--- config.mk ---
export PLATFORM = sky130hd
export DESIGN_NAME = bin1331_hfilt
export DESIGN_NICKNAME = d
export VERILOG_FILES = /design/src/rtl/bin1331_pkg.sv /design/src/rtl/bin1331_hfilt.sv
export SDC_FILE = /design/constraint.sdc
export NUM_CORES = 1
export LEC_CHECK = 0
export BUFFER_PORTS_ARGS = -buffer_cell sky130_fd_sc_hd__buf_2
export CORE_MARGIN = 5
export CORE_UTILIZATION = 35
export CTS_BUF_LIST = sky130_fd_sc_hd__clkbuf_4 sky130_fd_sc_hd__clkbuf_8 sky130_fd_sc_hd__clkbuf_16
export DETAILED_ROUTE_END_ITERATION = 6
export SYNTH_ARGS = -nofsm -noshare
export SYNTH_HDL_FRONTEND = slang
export SYNTH_SLANG_ARGS = --single-unit
--- constraint.sdc ---
create_clock -name clock -period 14.6 [get_ports clock]
set_input_delay 2.92 -clock clock [delete_from_list [all_inputs] [get_ports clock]]
set_output_delay 2.92 -clock clock [all_outputs]
set_load 0.005 [all_outputs]
--- src/rtl/bin1331_pkg.sv ---
// Shared types, constants and the 1-3-3-1 tap function for the binomial downsampler.
package bin1331_pkg;

   localparam int PIX_W = 8;
   localparam int CFG_W = 12;
   localparam int ROW_W = 12;

   // Register word index (address bit 2)
   localparam logic REG_WIDTH  = 1'b0;
   localparam logic REG_HEIGHT = 1'b1;

   // Horizontal stage result handed to the vertical stage
   typedef struct packed {
      logic             have;       // a horizontal value is produced this beat
      logic             emit;       // a result pixel follows from it
      logic             odd_row;    // row is odd (bottom edge case when a result follows)
      logic             first_row;  // top edge: replicate
      logic             row_end;
      logic             frame_end;
      logic [1:0]       slot;       // line slot of the current row (row mod 3)
      logic [PIX_W-1:0] hval;
   } hcmd_type;

   function automatic logic [PIX_W-1:0] tap4(input logic [PIX_W-1:0] a,
                                             input logic [PIX_W-1:0] b,
                                             input logic [PIX_W-1:0] c,
                                             input logic [PIX_W-1:0] d);
      logic [PIX_W+2:0] sum;
      sum = {3'd0, a} + {2'd0, b, 1'b0} + {3'd0, b}
          + {2'd0, c, 1'b0} + {3'd0, c} + {3'd0, d};
      return sum[PIX_W+2:3];
   endfunction

   // Slot of the row before (row - 1 mod 3)
   function automatic logic [1:0] slot_prev(input logic [1:0] s);
      return (s == 2'd0) ? 2'd2 : s - 2'd1;
   endfunction

   // Slot of the row two before (row + 1 mod 3)
   function automatic logic [1:0] slot_next(input logic [1:0] s);
      return (s == 2'd2) ? 2'd0 : s + 2'd1;
   endfunction

endpackage

--- src/rtl/bin1331_hfilt.sv ---
// Horizontal 1-3-3-1 stage: pixel history, column/row counters, line slot select.
module bin1331_hfilt #(
   parameter int MAX_WIDTH = 2048
) (
   input  logic                                clock,
   input  logic                                reset,
   input  logic                                fire,
   input  logic [bin1331_pkg::PIX_W-1:0]       pixel_in,
   input  logic [bin1331_pkg::CFG_W-1:0]       width_cfg,
   input  logic [bin1331_pkg::CFG_W-1:0]       height_cfg,
   output bin1331_pkg::hcmd_type               cmd,
   output logic [$clog2(MAX_WIDTH/2)-1:0]      col_idx
);

   localparam int CW = $clog2(MAX_WIDTH);
   localparam int AW = $clog2(MAX_WIDTH / 2);
   localparam logic [CW-1:0] WM1_MAX  = CW'(MAX_WIDTH - 1);
   localparam logic [CW-2:0] HALF_ONE = (CW-1)'(1);

   logic [CW-1:0]                         col_ff, col_in;
   logic [bin1331_pkg::ROW_W-1:0]         row_ff, row_in;
   logic [1:0]                            slot_ff, slot_in;
   logic [2:0][bin1331_pkg::PIX_W-1:0]    pix_ff, pix_in;

   logic [CW-1:0]                         wm1;
   logic [bin1331_pkg::ROW_W-1:0]         hm1;
   logic                                  last_col, last_row;
   logic [CW-2:0]                         half, j_wide;
   logic                                  even_tap, edge_tap, even_row, odd_last;
   logic [bin1331_pkg::PIX_W-1:0]         tap_a, hv;

   always_comb begin
      // saturate frame size
      if (32'(width_cfg) > 32'(MAX_WIDTH)) begin
         wm1 = WM1_MAX;
      end else if (width_cfg < 12'd2) begin
         wm1 = CW'(1);
      end else begin
         wm1 = CW'(width_cfg - 12'd1);
      end
      hm1 = (height_cfg < 12'd2) ? 12'd1 : height_cfg - 12'd1;

      last_col = col_ff >= wm1;
      last_row = row_ff >= hm1;

      half     = col_ff[CW-1:1];
      even_tap = !col_ff[0] && (half != '0);
      edge_tap = col_ff[0] && last_col;

      if (even_tap) begin
         j_wide = half - HALF_ONE;
         tap_a  = (half == HALF_ONE) ? pix_ff[1] : pix_ff[2];
         hv     = bin1331_pkg::tap4(tap_a, pix_ff[1], pix_ff[0], pixel_in);
      end else begin
         // right edge on even width: replicate last pixel
         j_wide = half;
         tap_a  = (half == '0) ? pix_ff[0] : pix_ff[1];
         hv     = bin1331_pkg::tap4(tap_a, pix_ff[0], pixel_in, pixel_in);
      end

      even_row = !row_ff[0] && (row_ff[bin1331_pkg::ROW_W-1:1] != '0);
      odd_last = row_ff[0] && last_row;

      cmd.have      = even_tap || edge_tap;
      cmd.emit      = (even_tap || edge_tap) && (even_row || odd_last);
      cmd.odd_row   = row_ff[0];
      cmd.first_row = (row_ff == 12'd2) || (row_ff == 12'd1);
      cmd.row_end   = last_col;
      cmd.frame_end = last_col && last_row;
      cmd.slot      = slot_ff;
      cmd.hval      = hv;
      col_idx       = j_wide[AW-1:0];

      // next state
      pix_in = {pix_ff[1], pix_ff[0], pixel_in};
      col_in  = col_ff;
      row_in  = row_ff;
      slot_in = slot_ff;
      if (last_col) begin
         col_in = '0;
         if (last_row) begin
            row_in  = '0;
            slot_in = 2'd0;
         end else begin
            row_in  = row_ff + 12'd1;
            slot_in = bin1331_pkg::slot_next(slot_ff);
         end
      end else begin
         col_in = col_ff + CW'(1);
      end
   end

   always_ff @(posedge clock) begin
      if (reset) begin
         col_ff  <= '0;
         row_ff  <= '0;
         slot_ff <= 2'd0;
      end else if (fire) begin
         col_ff  <= col_in;
         row_ff  <= row_in;
         slot_ff <= slot_in;
      end
   end

   always_ff @(posedge clock) begin
      if (fire) begin
         pix_ff <= pix_in;
      end
   end

endmodule

; Word-level counts from Yosys, hierarchy flattened
; Index checks and enable logic that the tools add are counted.
[word_totals]
output_inout_bits = 26
inputBits = 35
word_cells = 57
reg_bits = 49
[op_classes]
n_lt_le_gt_ge = 5
n_addsub = 16
n_reduce_logical = 15
mux = 11
eq_ne = 4
[ops]
columns = operator, count
row1 = 11-bit by 8-bit adder with 11-bit output, 4
row2 = 11-bit two-way mux, 3
row3 = "12-bit by 2-bit < comparator with 1-bit output, second input constant", 2
row4 = 12-bit two-way mux, 2
row5 = 8-bit two-way mux, 3
row6 = 10-bit by 8-bit adder with 11-bit output, 2
row7 = 11-bit by 9-bit adder with 11-bit output, 2
row8 = 8-bit by 9-bit adder with 10-bit output, 2
row9 = "12-bit by 1-bit adder with 12-bit output, second input constant", 1
row10 = "12-bit by 1-bit == test with 1-bit output, second input constant", 1
row11 = "12-bit by 2-bit == test with 1-bit output, second input constant", 1
row12 = 12-bit >= comparator, 1
row13 = "12-bit greater-than comparator, second input constant", 1
row14 = "12-bit by 1-bit subtractor with 12-bit output, second input constant", 1
row15 = "11-bit by 1-bit adder with 11-bit output, second input constant", 1
row16 = 11-bit >= comparator, 1
row17 = 11-bit nonzero test, 1
row18 = "11-bit by 1-bit subtractor with 11-bit output, second input constant", 1
row19 = "10-bit by 1-bit == test with 1-bit output, second input constant", 1
row20 = 10-bit logical NOT, 1
row21 = 10-bit two-way mux, 1
row22 = 10-bit nonzero test, 1
row23 = "10-bit by 1-bit subtractor with 10-bit output, second input constant", 1
row24 = 1-bit logical AND, 6
row25 = other kinds (6), 10

; Depth between registers and ports, before layout
[logic_depth]
word_depth = 8
mapped_depth = 20
depth_no_buf = 19

; Worst setup path before layout
; OpenSTA, ideal clock, no wires.
[synth_timing]
path_type = in2out
from = in pixel_in[2] (netlist bit)
to = out cmd[7] (netlist bit)
path_stages = 15
n_path_buf = 0
t_arrival_ps = 6221
required_ps = 11680
setup_slack_ps = 5459
path_cell_list = inv_1 fa_1 inv_1 fa_1 inv_1 fa_1 or3b_2 nor2_1 fa_1 a21o_1 a21oi_1 o21ai_0 o41ai_1 xor2_1 mux2i_1
[synth_lines]
columns = element, line
row1 = start: declaration, bin1331_hfilt.sv:8  ; input logic [bin1331_pkg::PIX_W-1:0] pixel_in,
row2 = end: declaration, bin1331_hfilt.sv:11  ; output bin1331_pkg::hcmd_type cmd,

==> metrics.csv <==
stage,metric,value,unit
clocking,Clock Tree Buf Depth,2,
finish,share of cells above drive strength 1,0.122,
synthesis,Yosys top cell by area,fa_1,
timing,Slew headroom,0.192,
timing,"Slew Viols, Final",0,
finish,# nets final,802,
synthesis,Synth Flop Type,dfxtp_1,
worst_hold_path,worst hold path type,register to register,
floorplan,# IOs,61,
global_routing,first-pass GRT wire length,20800,um
clocking,TritonCTS clock tree,done,
clocking,CTS Buf Count,5,
placed_design,Post-DP Area,5850,um^2
route,Antenna Nets Post-Route,0,
synthesis,cells after synthesis,619,
placed_design,DP Wirelength,9750,um
finish,synth-to-layout area growth,11.8,%
power,Cell Pwr Density,117,nW/um^2
clocking,CTS root buf,clkbuf_16,
placed_design,GPL Wtd Cong,0.882,
placed_design,post-placement setup slack,4970,ps
outcome,status,completed,
clocking,hold buffers post-CTS,0,
flow_run,Max-Cap Viols,0,
timing,final hold vios,0,
floorplan,Die Span Y,134,um
finish,ant diodes,0,
synthesis,"count leader, synth",inv_1,
timing,setup ws final,5000,ps
timing,skew final,11.5,ps
power,Worst VDD drop,0.0775,mV
route,DRT iter0 DRCs,344,
synthesis,Avg Inst Size Synth,8.71,um^2
timing,Final min period,9600,ps
clocking,H-tree lvl count,2,
synthesis,"top cells by area, synth","fa_1, edfxtp_1, ha_1, dfxtp_1, inv_1",
synthesis,sequential element share of the synthesized area,0.227,
timing,Final Cycle Share,0.658,
timing,Setup Viol. Count Final,0,
timing,Peak Freq,104,MHz
route,Total Routed Length,12000,um
route,vias per cell,5.11,
floorplan,Site Rows,45,
critical_path,Startpoint Class,input pin,
critical_path,worst-path fanout max,3,
clocking,# Post-CTS Setup Buffers,0,
global_routing,pin count of the biggest net entering global routing,37,
synthesis,"Warnings, synthesis",0,
floorplan,die area,18000,um^2
synthesis,Synth top cells by count,"inv_1, nor2_1, a21oi_1, ha_1, fa_1",
clocking,post-CTS sizing,0,
critical_path,Setup Crit Path Kind,input pin to output port,
timing,Final TNS setup,0,ps
global_routing,total gr overflow,0,
global_routing,all-layer global routing usage,0.139,
route,Post-route DRC,0,
synthesis,cell area after synthesis,5390,um^2
clocking,worst-skew pair later-pin latency,300,ps
synthesis,Synth cell types,56,
power,total power,0.706,mW
floorplan,Initial Utilization,0.356,
clocking,clk slew on worst S/H paths,70,ps
global_routing,initial antenna violation count,0,
timing,RSZ-0062 raised after global routing,no,
power,Lkg Pwr,2.80,nW
finish,design area,6030,um^2
synthesis,"EDFF count, synth",24,
route,number of detailed-route iterations in the first pass,7,
clocking,Sink Count,49,
floorplan,die width,134,um
critical_path,Arrival @ worst endpoint,6680,ps
global_routing,number of global-route vias before repair,4300,
synthesis,Synth Register Bits,49,
synthesis,top cell type's share of synthesized area,0.167,
synthesis,ys async rst share,0,
synthesis,syn_nets,752,
timing,Worst-Margin Slew,1210,ps
placed_design,I/O Buffers,60,
floorplan,total core area,15100,um^2
critical_path,CP Capture Type,output port,
route,wire per inst,13.9,um
route,DR vias,4385,
finish,fillers,1515,
critical_path,Critical Path RT,11680,ps
-- power breakdown --
part	internal [mW]	leakage, nW	switching, mW	total [mW]
combinational	0.175	2.27	0.234	0.409
sequential	0.150	0.437	0.00713	0.158
clock	0.0842	0.0902	0.0551	0.139
-- through the flow --
step | hold slack (ps) | utilization | std cells
after floorplan | 450 | - | 619
after global placement | 462 | 0.386 | 850
after detailed placement | 489 | 0.386 | 850
after CTS | 499 | 0.398 | 858
after global routing | 518 | 0.398 | 858
final | 497 | 0.398 | 858
-- final cells by class --
type | instances | area [um^2] | area share
timing repair buffer | 61 | 308 | 0.0511
sequential | 49 | 1220 | 0.203
clock inverter | 1 | 5.00 | 0.000831
tap | 188 | 235 | 0.0390
multi-input combinational | 452 | 3710 | 0.615
inverter | 100 | 375 | 0.0623
clock buffer | 7 | 175 | 0.0291
-- cells by family (layout without fill, tap and decap cells) --
kind of cell	count (synthesis)	after routing	share of synthesized area
adder cells (fa/ha/maj)	98	98	0.290
multiplexers	6	6	0.0114
flip-flops	49	49	0.227
buffers and inverters	118	169	0.0861
AO/OA/AOI/OAI	108	108	0.126
AND/OR/NAND/NOR	192	192	0.181
XOR/XNOR	48	48	0.0780
-- final timing paths --
check / startpoint / to / slack (ps) / depth (start not counted)
setup / recovery: pixel_in[2] / cmd[7] / 5000 / 17
hold reg to reg: slot_ff[0] / slot_ff[0] / 500 / 2
setup reg to reg: col_ff[0] / col_ff[9] / 11460 / 8
hold / removal: slot_ff[0] / slot_ff[0] / 500 / 2
-- worst max-delay path, cell delays in order --
cell and delay, ps:
buf_2 120, inv_1 60, fa_1 530, inv_1 50, fa_1 530, inv_1 50, fa_1 520, or3b_2 140
nor2_1 60, fa_1 400, a21o_1 190, a21oi_1 220, o21ai_0 160, o41ai_1 310, xor2_1 190, mux2i_1 90
buf_2 140
-- flip-flops by register name, indices dropped and copies added, names as in the netlist --
signal and count:
row_ff 12, slot_ff 2, pix_ff 24, col_ff 11
-- placed cells by master (no fill, tap or decap), drive strengths merged, types with 2 or more instances in the layout --
master	count
inv	100
buf	61
nor2	57
a21oi	55
ha	53
nand2	46
fa	45
xor2	30
dfxtp	25
edfxtp	24
nand3	23
xnor2	18
o21ai	16
nor3	14
nor4	12
or3	9
nand2b	7
nand4	7
clkbuf	7
o32ai	7
mux2i	5
or4	5
o41ai	4
o21a	3
nand3b	3
and3	3
o211ai	3
a21o	3
a211oi	3
o31ai	3
a31oi	3
o21bai	2
or4b	2
or3b	2
-- layer usage --
metal / track usage / vias up / wire length, um
li1: - / 2197 / -
met1: 0.190 / 2088 / 5580
met2: 0.230 / 90 / 5710
met3: 0.0240 / 10 / 506
met4: 0.0385 / 0 / 170
met5: 0 / - / 0
No activity file was read; power rests on OpenSTA's default activity.
