===== config.mk =====
export PLATFORM = sky130hd
export DESIGN_NAME = bin1331_vfilt
export DESIGN_NICKNAME = d
export VERILOG_FILES = /design/src/rtl/bin1331_pkg.sv /design/src/rtl/bin1331_vfilt.sv
export SDC_FILE = /design/constraint.sdc
export NUM_CORES = 1
export LEC_CHECK = 0
export ABC_AREA = 0
export ABC_CLOCK_PERIOD_IN_PS = 14400
export BUFFER_PORTS_ARGS = -buffer_cell sky130_fd_sc_hd__clkbuf_2
export CAP_MARGIN = 0
export CORE_UTILIZATION = 45
export CTS_BUF_LIST = sky130_fd_sc_hd__clkbuf_2 sky130_fd_sc_hd__clkbuf_4 sky130_fd_sc_hd__clkbuf_8
export CTS_CLUSTER_DIAMETER = 200
export DETAILED_ROUTE_END_ITERATION = 8
export GPL_TIMING_DRIVEN = 0
export PLACE_DENSITY = 0.67
export SYNTH_ARGS = -nofsm -noshare
export SYNTH_HDL_FRONTEND = slang
export SYNTH_SLANG_ARGS = --single-unit

===== constraint.sdc =====
create_clock -name clock -period 14.4 [get_ports clock]
set_input_delay 0.72 -clock clock [delete_from_list [all_inputs] [get_ports clock]]
set_output_delay 0.72 -clock clock [all_outputs]
set_load 0.02 [all_outputs]

===== src/rtl/bin1331_pkg.sv =====
// Shared types, constants and the 1-3-3-1 tap function for the binomial downsampler.
package bin1331_pkg;

   localparam int PIX_W = 8;
   localparam int CFG_W = 12;
   localparam int ROW_W = 12;

   // Register word index (address bit 2)
   localparam logic REG_WIDTH  = 1'b0;
   localparam logic REG_HEIGHT = 1'b1;

   // Horizontal stage result handed to the vertical stage
   typedef struct packed {
      logic             have;       // a horizontal value is produced this beat
      logic             emit;       // a result pixel follows from it
      logic             odd_row;    // row is odd (bottom edge case when a result follows)
      logic             first_row;  // top edge: replicate
      logic             row_end;
      logic             frame_end;
      logic [1:0]       slot;       // line slot of the current row (row mod 3)
      logic [PIX_W-1:0] hval;
   } hcmd_type;

   function automatic logic [PIX_W-1:0] tap4(input logic [PIX_W-1:0] a,
                                             input logic [PIX_W-1:0] b,
                                             input logic [PIX_W-1:0] c,
                                             input logic [PIX_W-1:0] d);
      logic [PIX_W+2:0] sum;
      sum = {3'd0, a} + {2'd0, b, 1'b0} + {3'd0, b}
          + {2'd0, c, 1'b0} + {3'd0, c} + {3'd0, d};
      return sum[PIX_W+2:3];
   endfunction

   // Slot of the row before (row - 1 mod 3)
   function automatic logic [1:0] slot_prev(input logic [1:0] s);
      return (s == 2'd0) ? 2'd2 : s - 2'd1;
   endfunction

   // Slot of the row two before (row + 1 mod 3)
   function automatic logic [1:0] slot_next(input logic [1:0] s);
      return (s == 2'd2) ? 2'd0 : s + 2'd1;
   endfunction

endpackage


===== src/rtl/bin1331_vfilt.sv =====
// Vertical 1-3-3-1 stage and output register with stall control.
module bin1331_vfilt (
   input  logic                                 clock,
   input  logic                                 reset,
   input  logic                                 load,
   input  bin1331_pkg::hcmd_type                cmd_in,
   input  logic [2:0][bin1331_pkg::PIX_W-1:0]   line_data,
   output logic                                 take_ok,
   input  logic                                 rsp_tready,
   output logic                                 rsp_tvalid,
   output logic [bin1331_pkg::PIX_W-1:0]        rsp_tdata,
   output logic                                 rsp_tlast,
   output logic                                 rsp_tuser
);

   logic                                 s1_valid_ff, s1_valid_in;
   bin1331_pkg::hcmd_type                s1_cmd_ff;
   logic                                 out_valid_ff, out_valid_in;
   logic [bin1331_pkg::PIX_W-1:0]        out_pix_ff, out_pix_in;
   logic                                 out_last_ff, out_user_ff;

   logic                                 advance;
   logic [bin1331_pkg::PIX_W-1:0]        row0, row1, row2;   // rows r-3, r-1, r-2
   logic [bin1331_pkg::PIX_W-1:0]        ta, tb, tc, td;

   always_comb begin
      advance = !out_valid_ff || rsp_tready;
      take_ok = !s1_valid_ff || advance;

      row0 = line_data[s1_cmd_ff.slot];
      row1 = line_data[bin1331_pkg::slot_prev(s1_cmd_ff.slot)];
      row2 = line_data[bin1331_pkg::slot_next(s1_cmd_ff.slot)];

      if (s1_cmd_ff.odd_row) begin
         // bottom edge: current row replicated
         tb = row1;
         ta = s1_cmd_ff.first_row ? row1 : row2;
         tc = s1_cmd_ff.hval;
         td = s1_cmd_ff.hval;
      end else begin
         tb = row2;
         ta = s1_cmd_ff.first_row ? row2 : row0;
         tc = row1;
         td = s1_cmd_ff.hval;
      end
      out_pix_in = bin1331_pkg::tap4(ta, tb, tc, td);

      if (load) begin
         s1_valid_in = 1'b1;
      end else if (advance) begin
         s1_valid_in = 1'b0;
      end else begin
         s1_valid_in = s1_valid_ff;
      end
      out_valid_in = advance ? s1_valid_ff : out_valid_ff;
   end

   always_ff @(posedge clock) begin
      if (reset) begin
         s1_valid_ff  <= 1'b0;
         out_valid_ff <= 1'b0;
      end else begin
         s1_valid_ff  <= s1_valid_in;
         out_valid_ff <= out_valid_in;
      end
   end

   always_ff @(posedge clock) begin
      if (load) begin
         s1_cmd_ff <= cmd_in;
      end
      if (advance && s1_valid_ff) begin
         out_pix_ff  <= out_pix_in;
         out_last_ff <= s1_cmd_ff.row_end;
         out_user_ff <= s1_cmd_ff.frame_end;
      end
   end

   assign rsp_tvalid = out_valid_ff;
   assign rsp_tdata  = out_pix_ff;
   assign rsp_tlast  = out_last_ff;
   assign rsp_tuser  = out_user_ff;

endmodule


# [Yosys cells after proc, flatten, opt, wreduce, memory -nomap -nowiden]
# Index checks and enable logic that the tools add are counted.
[totals] register_bits=26 in_bits=44 output_inout_bits=12
[op_classes] addsub=7 eq_ne=1 order_cmp=3 n_reduce_logical=7 n_mux=15
[op_table] cell="8-bit two-way mux" count=8
[op_table] cell="8-bit binary-select mux with 2-bit select" count=3
[op_table] cell="11-bit by 8-bit adder with 11-bit output" count=2
[op_table] cell="10-bit by 8-bit adder with 11-bit output" count=1
[op_table] cell="11-bit by 9-bit adder with 11-bit output" count=1
[op_table] cell="8-bit by 9-bit adder with 10-bit output" count=1
[op_table] cell="2-bit by 3-bit < comparator with 1-bit output, second input constant" count=3
[op_table] cell="2-bit two-way mux" count=2
[op_table] cell="2-bit by 1-bit adder with 2-bit output, second input constant" count=1
[op_table] cell="2-bit == test, second input constant" count=1
[op_table] cell="1-bit logical NOT" count=2
[op_table] cell="2-bit logical NOT" count=1
[op_table] cell="1-bit logical OR" count=2
[op_table] cell="1-bit two-way mux" count=2
[op_table] cell="2-bit nonzero test" count=1
[op_table] cell="2-bit by 1-bit subtractor with 2-bit output, second input constant" count=1
[op_table] cell="1-bit logical AND" count=1

# [Depth between registers and ports, before layout]
[depth] word_depth=11 mapped_depth=21 depth_no_buf=19

# [Worst setup path before layout]
# Ideal clock, no wire load.
[synth_path] path_type="register to register" start="register s1_cmd_ff[8] (netlist name)" end="register out_pix_ff, in the netlist rsp_tdata[7], data pin" path_slack_ns=9.359 arrival_ns=4.783 stages_incl_launch_ff=21 cell_sequence="edfxtp_1 > buf_6 > inv_1 > ha_1 > buf_1 > nand2_1 > o21ai_1 > mux2i_1 > mux2_2 > fa_1 > inv_1 > fa_1 > inv_1 > fa_1 > and4bb_1 > fa_1 > a21o_1 > a211oi_1 > nor2_1 > o22ai_1 > xnor2_1"
[synth_via] elab_chain_cells=11 elab_cells_between_ends=22 classes_between="7 x add/sub; 1 x eq/ne; 13 x mux; 1 x reduce/logical"
[synth_lines] element="from (decl)" line="bin1331_vfilt.sv:17" source="bin1331_pkg::hcmd_type s1_cmd_ff;"
[synth_lines] element="from (signal assigned)" line="bin1331_vfilt.sv:70" source="s1_cmd_ff <= cmd_in;"
[synth_lines] element="2-bit by 1-bit adder with 2-bit output (tied with other cells)" line="bin1331_pkg.sv:41" source="return (s == 2'd2) ? 2'd0 : s + 2'd1;"
[synth_lines] element="2-bit two-way mux, on equally long branches" line="bin1331_pkg.sv:41, bin1331_pkg.sv:36"
[synth_lines] element="8-bit binary-select mux with 2-bit select, on equally long branches" line="bin1331_vfilt.sv:32, bin1331_vfilt.sv:31"
[synth_lines] element="8-bit two-way mux, on equally long branches" line="bin1331_vfilt.sv:32, bin1331_vfilt.sv:31"
[synth_lines] element="8-bit two-way mux, on equally long branches" line="bin1331_vfilt.sv:42, bin1331_vfilt.sv:37"
[synth_lines] element="8-bit two-way mux" line="bin1331_vfilt.sv:34" source="if (s1_cmd_ff.odd_row) begin"
[synth_lines] element="8-bit by 9-bit adder with 10-bit output" line="bin1331_pkg.sv:29" source="sum = {3'd0, a} + {2'd0, b, 1'b0} + {3'd0, b}"
[synth_lines] element="10-bit by 8-bit adder with 11-bit output" line="bin1331_pkg.sv:29"
[synth_lines] element="11-bit by 9-bit adder with 11-bit output" line="bin1331_pkg.sv:30" source="+ {2'd0, c, 1'b0} + {3'd0, c} + {3'd0, d};"
[synth_lines] element="11-bit by 8-bit adder with 11-bit output (*) (2 in series)" line="bin1331_pkg.sv:30"
[synth_lines] element="named net out_pix_in, one bit" line="bin1331_vfilt.sv:19" source="logic [bin1331_pkg::PIX_W-1:0] out_pix_ff, out_pix_in;"
[synth_lines] element="to (signal assigned)" line="bin1331_vfilt.sv:73" source="out_pix_ff <= out_pix_in;"
[synth_lines] element="to (decl)" line="bin1331_vfilt.sv:19"
# Mark *: on every way through the listed nets, which the timed path passes. The rest lies on a longest branch. The select of a mux whose other input is x is not followed.
# A chain may end at the register's enable or synchronous reset.

# [Worst setup path in the final report]
[layout_path] start="register s1_cmd_ff[9] (netlist name)" end="register out_pix_ff, in the netlist rsp_tdata[7], data pin"
# Same word-level chain as after synthesis.

==> impl_metrics.xml <==
<?xml version="1.0" encoding="UTF-8"?>
<metrics>
  <group name="run_status">
    <metric name="run_status" unit="">finished, final reports clean</metric>
  </group>
  <group name="placed_design">
    <metric name="place.detailed.instances" unit="">415</metric>
    <metric name="finalWeightedCongestion" unit="">0.866</metric>
    <metric name="port-buffer-count" unit="">53</metric>
    <metric name="detailed_place_hpwl" unit="mm">4.69</metric>
    <metric name="place_area" unit="um2">3280</metric>
  </group>
  <group name="sta">
    <metric name="grt_setup_unrepaired" unit="">false</metric>
    <metric name="worstMarginPinSlew" unit="ps">857</metric>
    <metric name="final.setup_skew" unit="ps">5.27</metric>
    <metric name="final_min_period_over_clock_period" unit="%">39.6</metric>
    <metric name="max_freq" unit="MHz">175</metric>
    <metric name="report.final.slew_viol_count" unit="">0</metric>
    <metric name="fin_crit" unit="ps">5700</metric>
    <metric name="worst_hold_slack_after_final_layout" unit="ps">425</metric>
    <metric name="setup_total_negative_slack" unit="ps">0</metric>
    <metric name="finalSetupViolCount" unit="">0</metric>
    <metric name="hold_viol_final" unit="">0</metric>
    <metric name="timing.max_slew.rel_slack" unit="%">42.7</metric>
  </group>
  <group name="clock_network">
    <metric name="clock_latency_reported_for_the_late_side_of_the_worst_skew_pair" unit="ps">270</metric>
    <metric name="numCtsBuffers" unit="">3</metric>
    <metric name="clkTransAtPathRegs" unit="ps">90</metric>
    <metric name="cts.sink_count" unit="">26</metric>
    <metric name="cts_tree" unit="">yes</metric>
    <metric name="ctsResizeCount" unit="">0</metric>
    <metric name="ctsHtreeMaxLevel" unit="">1</metric>
    <metric name="cts_hold_repair.buffers" unit="">0</metric>
    <metric name="cts.root.buffer_cell" unit="">sky130_fd_sc_hd__clkbuf_8</metric>
    <metric name="cts_post_setup_buffers_inserted" unit="">0</metric>
    <metric name="cts-root-to-sink-buffers" unit="">2</metric>
  </group>
  <group name="min_path">
    <metric name="hold_path.startpoint" unit="">s1_cmd_ff[11]</metric>
    <metric name="min-delay-path-class" unit="">flip-flop to flip-flop</metric>
  </group>
  <group name="yosys">
    <metric name="synth_warn" unit="">0</metric>
    <metric name="postSynth.topFlopCell" unit="">sky130_fd_sc_hd__edfxtp_1</metric>
    <metric name="synth_async_reset_ratio" unit="%">0</metric>
    <metric name="syn-mean-instance-area" unit="um2">10.2</metric>
    <metric name="synth_area" unit="um2">2920</metric>
    <metric name="synth_seq_cells" unit="">26</metric>
    <metric name="ys_seq_area_share" unit="%">26.1</metric>
    <metric name="postSynthCellCount" unit="">287</metric>
    <metric name="synth_fp_nets" unit="">377</metric>
    <metric name="count_of_flip_flops_with_a_built_in_enable_after_synthesis" unit="">24</metric>
    <metric name="yosysUniqueCellTypes" unit="">44</metric>
  </group>
  <group name="detailed_routing">
    <metric name="residual_antenna_violating_net_count_after_detailed_routing" unit="">0</metric>
    <metric name="wirelength" unit="mm">5.41</metric>
    <metric name="post_drt_via_cell_ratio" unit="">5.18</metric>
    <metric name="drt_first_iter_violations" unit="">78</metric>
    <metric name="drc_errors" unit="">0</metric>
    <metric name="total_number_of_vias" unit="">2171</metric>
    <metric name="routedWlPerCell" unit="um">12.9</metric>
    <metric name="drt_pass1_iterations" unit="">4</metric>
  </group>
  <group name="cells_and_area">
    <metric name="post_layout_nonfiller_instances" unit="">419</metric>
    <metric name="filler_cell_count" unit="">571</metric>
    <metric name="area.growth.synth_to_final" unit="%">14.7</metric>
    <metric name="finish.net_count" unit="">435</metric>
    <metric name="antennaDiodeCount" unit="">0</metric>
    <metric name="final_layout_size_suffix_gt1_share" unit="%">21.8</metric>
    <metric name="final_design_area_no_fill" unit="um2">3350</metric>
  </group>
  <group name="pwr">
    <metric name="power.density_cell_area" unit="nW/um2">222</metric>
    <metric name="p_leak" unit="nW">1.61</metric>
    <metric name="vdd.ir_drop.worst" unit="mV">0.193</metric>
  </group>
  <group name="global_route">
    <metric name="grt_max_degree" unit="">16</metric>
    <metric name="overflow" unit="">0</metric>
    <metric name="antenna_found_initial" unit="">0</metric>
    <metric name="grt_first_pass_wirelength" unit="mm">9.11</metric>
    <metric name="number_of_global_route_vias_before_repair" unit="">2152</metric>
    <metric name="grtUsageTotal" unit="%">17.5</metric>
  </group>
  <group name="floorplanning">
    <metric name="design.core.area" unit="um2">6100</metric>
    <metric name="start_util" unit="%">47.9</metric>
    <metric name="chip_width" unit="um">82.5</metric>
    <metric name="placement_rows" unit="">28</metric>
    <metric name="dieHeight" unit="um">82.5</metric>
    <metric name="dieArea" unit="um2">6810</metric>
    <metric name="top_level_ports" unit="">56</metric>
  </group>
  <group name="critical_path">
    <metric name="cp_slowest_stage_delay" unit="ps">560</metric>
    <metric name="cp_top_family" unit="">adder cells</metric>
    <metric name="r2r_slack" unit="ps">8700</metric>
    <metric name="setup.worst_path.end_class" unit="">flip-flop</metric>
    <metric name="setup.worst_path.start" unit="">s1_cmd_ff[9]</metric>
    <metric name="path_max_fanout" unit="">10</metric>
    <metric name="timing.critical_path.from_type" unit="">flip-flop</metric>
    <metric name="criticalPathCategory" unit="">flip-flop to flip-flop</metric>
    <metric name="worst_path_most_repeated_cell" unit="">sky130_fd_sc_hd__fa_1</metric>
    <metric name="crit_path_top_delay_cell" unit="">sky130_fd_sc_hd__edfxtp_1</metric>
    <metric name="crit_arrival" unit="ps">5730</metric>
    <metric name="critical_path_required" unit="ps">14420</metric>
    <metric name="crit-reg2reg-launch" unit="">s1_cmd_ff[9]</metric>
    <metric name="critical_path.cell_chain" unit="">inv_1 &gt; ha_1 &gt; buf_1 &gt; nand2_1 &gt; o21ai_1 &gt; mux2i_1 &gt; mux2_2 &gt; fa_1 &gt; inv_1 &gt; fa_1 &gt; inv_1 &gt; fa_1 &gt; and4bb_1 &gt; fa_1 &gt; a21o_1 &gt; a211oi_1 &gt; nor2_1 &gt; o22ai_1 &gt; xnor2_1</metric>
    <metric name="crit_buf_inv" unit="">4</metric>
  </group>
  <group name="run">
    <metric name="timing.max_cap.violations" unit="">0</metric>
  </group>
</metrics>
==> power breakdown <==
| group | switching, mW | internal (mW) | leakage [nW] | total (mW) |
|---|---|---|---|---|
| Clock | 0.0225 | 0.0372 | 0.0357 | 0.0597 |
| Combinational | 0.299 | 0.244 | 1.33 | 0.543 |
| Sequential | 0.00532 | 0.134 | 0.247 | 0.140 |
==> state kept, by name, summed over array words and instances, names as in the netlist <==
register / cells
s1_cmd_ff: 6
rsp_tdata: 8
s1_valid_ff: 1
rsp_tvalid: 1
rsp_tlast: 1
rsp_tuser: 1
td: 8
==> final cells by class <==
type	count	area, um2	area share (%)
buffer	11	71.3	2.13
clock buffer	3	41.3	1.23
clock inverter	1	30.0	0.897
inverter	52	195	5.83
multi-input combinational	198	1890	56.5
sequential	26	761	22.7
tap	75	93.8	2.80
timing repair buffer	53	265	7.92
==> layout by cell type (no fill, tap or decap), types with 6 or more instances in the layout <==
cell type / count
sky130_fd_sc_hd__mux2i_1: 22
sky130_fd_sc_hd__o21ai_0: 8
sky130_fd_sc_hd__inv_1: 51
sky130_fd_sc_hd__edfxtp_1: 24
sky130_fd_sc_hd__mux2_1: 10
sky130_fd_sc_hd__clkbuf_2: 53
sky130_fd_sc_hd__fa_1: 29
sky130_fd_sc_hd__a21oi_1: 10
sky130_fd_sc_hd__nand2b_1: 6
sky130_fd_sc_hd__ha_1: 17
sky130_fd_sc_hd__o21ai_1: 8
sky130_fd_sc_hd__nor2_1: 13
sky130_fd_sc_hd__nand2_1: 18
==> synth_stat cells (4+ instances only) <==
cell type | number | area (um2)
sky130_fd_sc_hd__fa_1 | 29 | 581
sky130_fd_sc_hd__a21o_1 | 4 | 30.0
sky130_fd_sc_hd__mux2_1 | 10 | 113
sky130_fd_sc_hd__nand2_1 | 18 | 67.6
sky130_fd_sc_hd__xnor2_1 | 5 | 43.8
sky130_fd_sc_hd__inv_1 | 51 | 191
sky130_fd_sc_hd__a21oi_1 | 10 | 50.1
sky130_fd_sc_hd__o21ai_1 | 8 | 40.0
sky130_fd_sc_hd__edfxtp_1 | 24 | 721
sky130_fd_sc_hd__o21ai_0 | 8 | 40.0
sky130_fd_sc_hd__nor2_1 | 13 | 48.8
sky130_fd_sc_hd__mux2_2 | 5 | 56.3
sky130_fd_sc_hd__ha_1 | 17 | 213
sky130_fd_sc_hd__nand2b_1 | 6 | 37.5
sky130_fd_sc_hd__nor2b_1 | 5 | 31.3
sky130_fd_sc_hd__o22ai_1 | 4 | 25.0
sky130_fd_sc_hd__mux2i_1 | 22 | 220
==> cell families after synthesis <==
family,count (synthesis),share of synthesized area [%]
DFF,26,26.1
adders and majority gates,46,27.2
buffers and inverters,63,9.13
and+or+nand+nor,49,7.89
muxes,40,14.8
AOI/OAI and AO/OA,55,12.5
xor gates and xnor gates,8,2.40
==> worst paths after layout <==
kind / to / depth (start not counted)
worst max-delay path: rsp_tdata[7] / 19
worst min-delay path: rsp_tlast / 0
worst max register to register: rsp_tdata[7] / 19
worst min register to register: rsp_tlast / 0
==> metal layers <==
layer  track usage [%]  share of wire, %  vias up
li1                  -                 -     1088
met2              32.5                51       38
met5                 0                 0        -
met4              1.21                 0        0
met3              3.52               4.4        0
met1              21.7                45     1045
==> metrics by stage <==
stage / setup slack (ps) / power [mW] / util (%)
finish: 8700 / 0.742 / 54.9
global route: 8450 / 0.836 / 54.9
CTS: 8720 / 0.754 / 54.9
detailed placement: 8760 / 0.691 / 53.8
global placement: 8850 / 0.675 / 53.8
floorplan: 9360 / 0.585 / -
No activity file was read; power rests on OpenSTA's default activity.
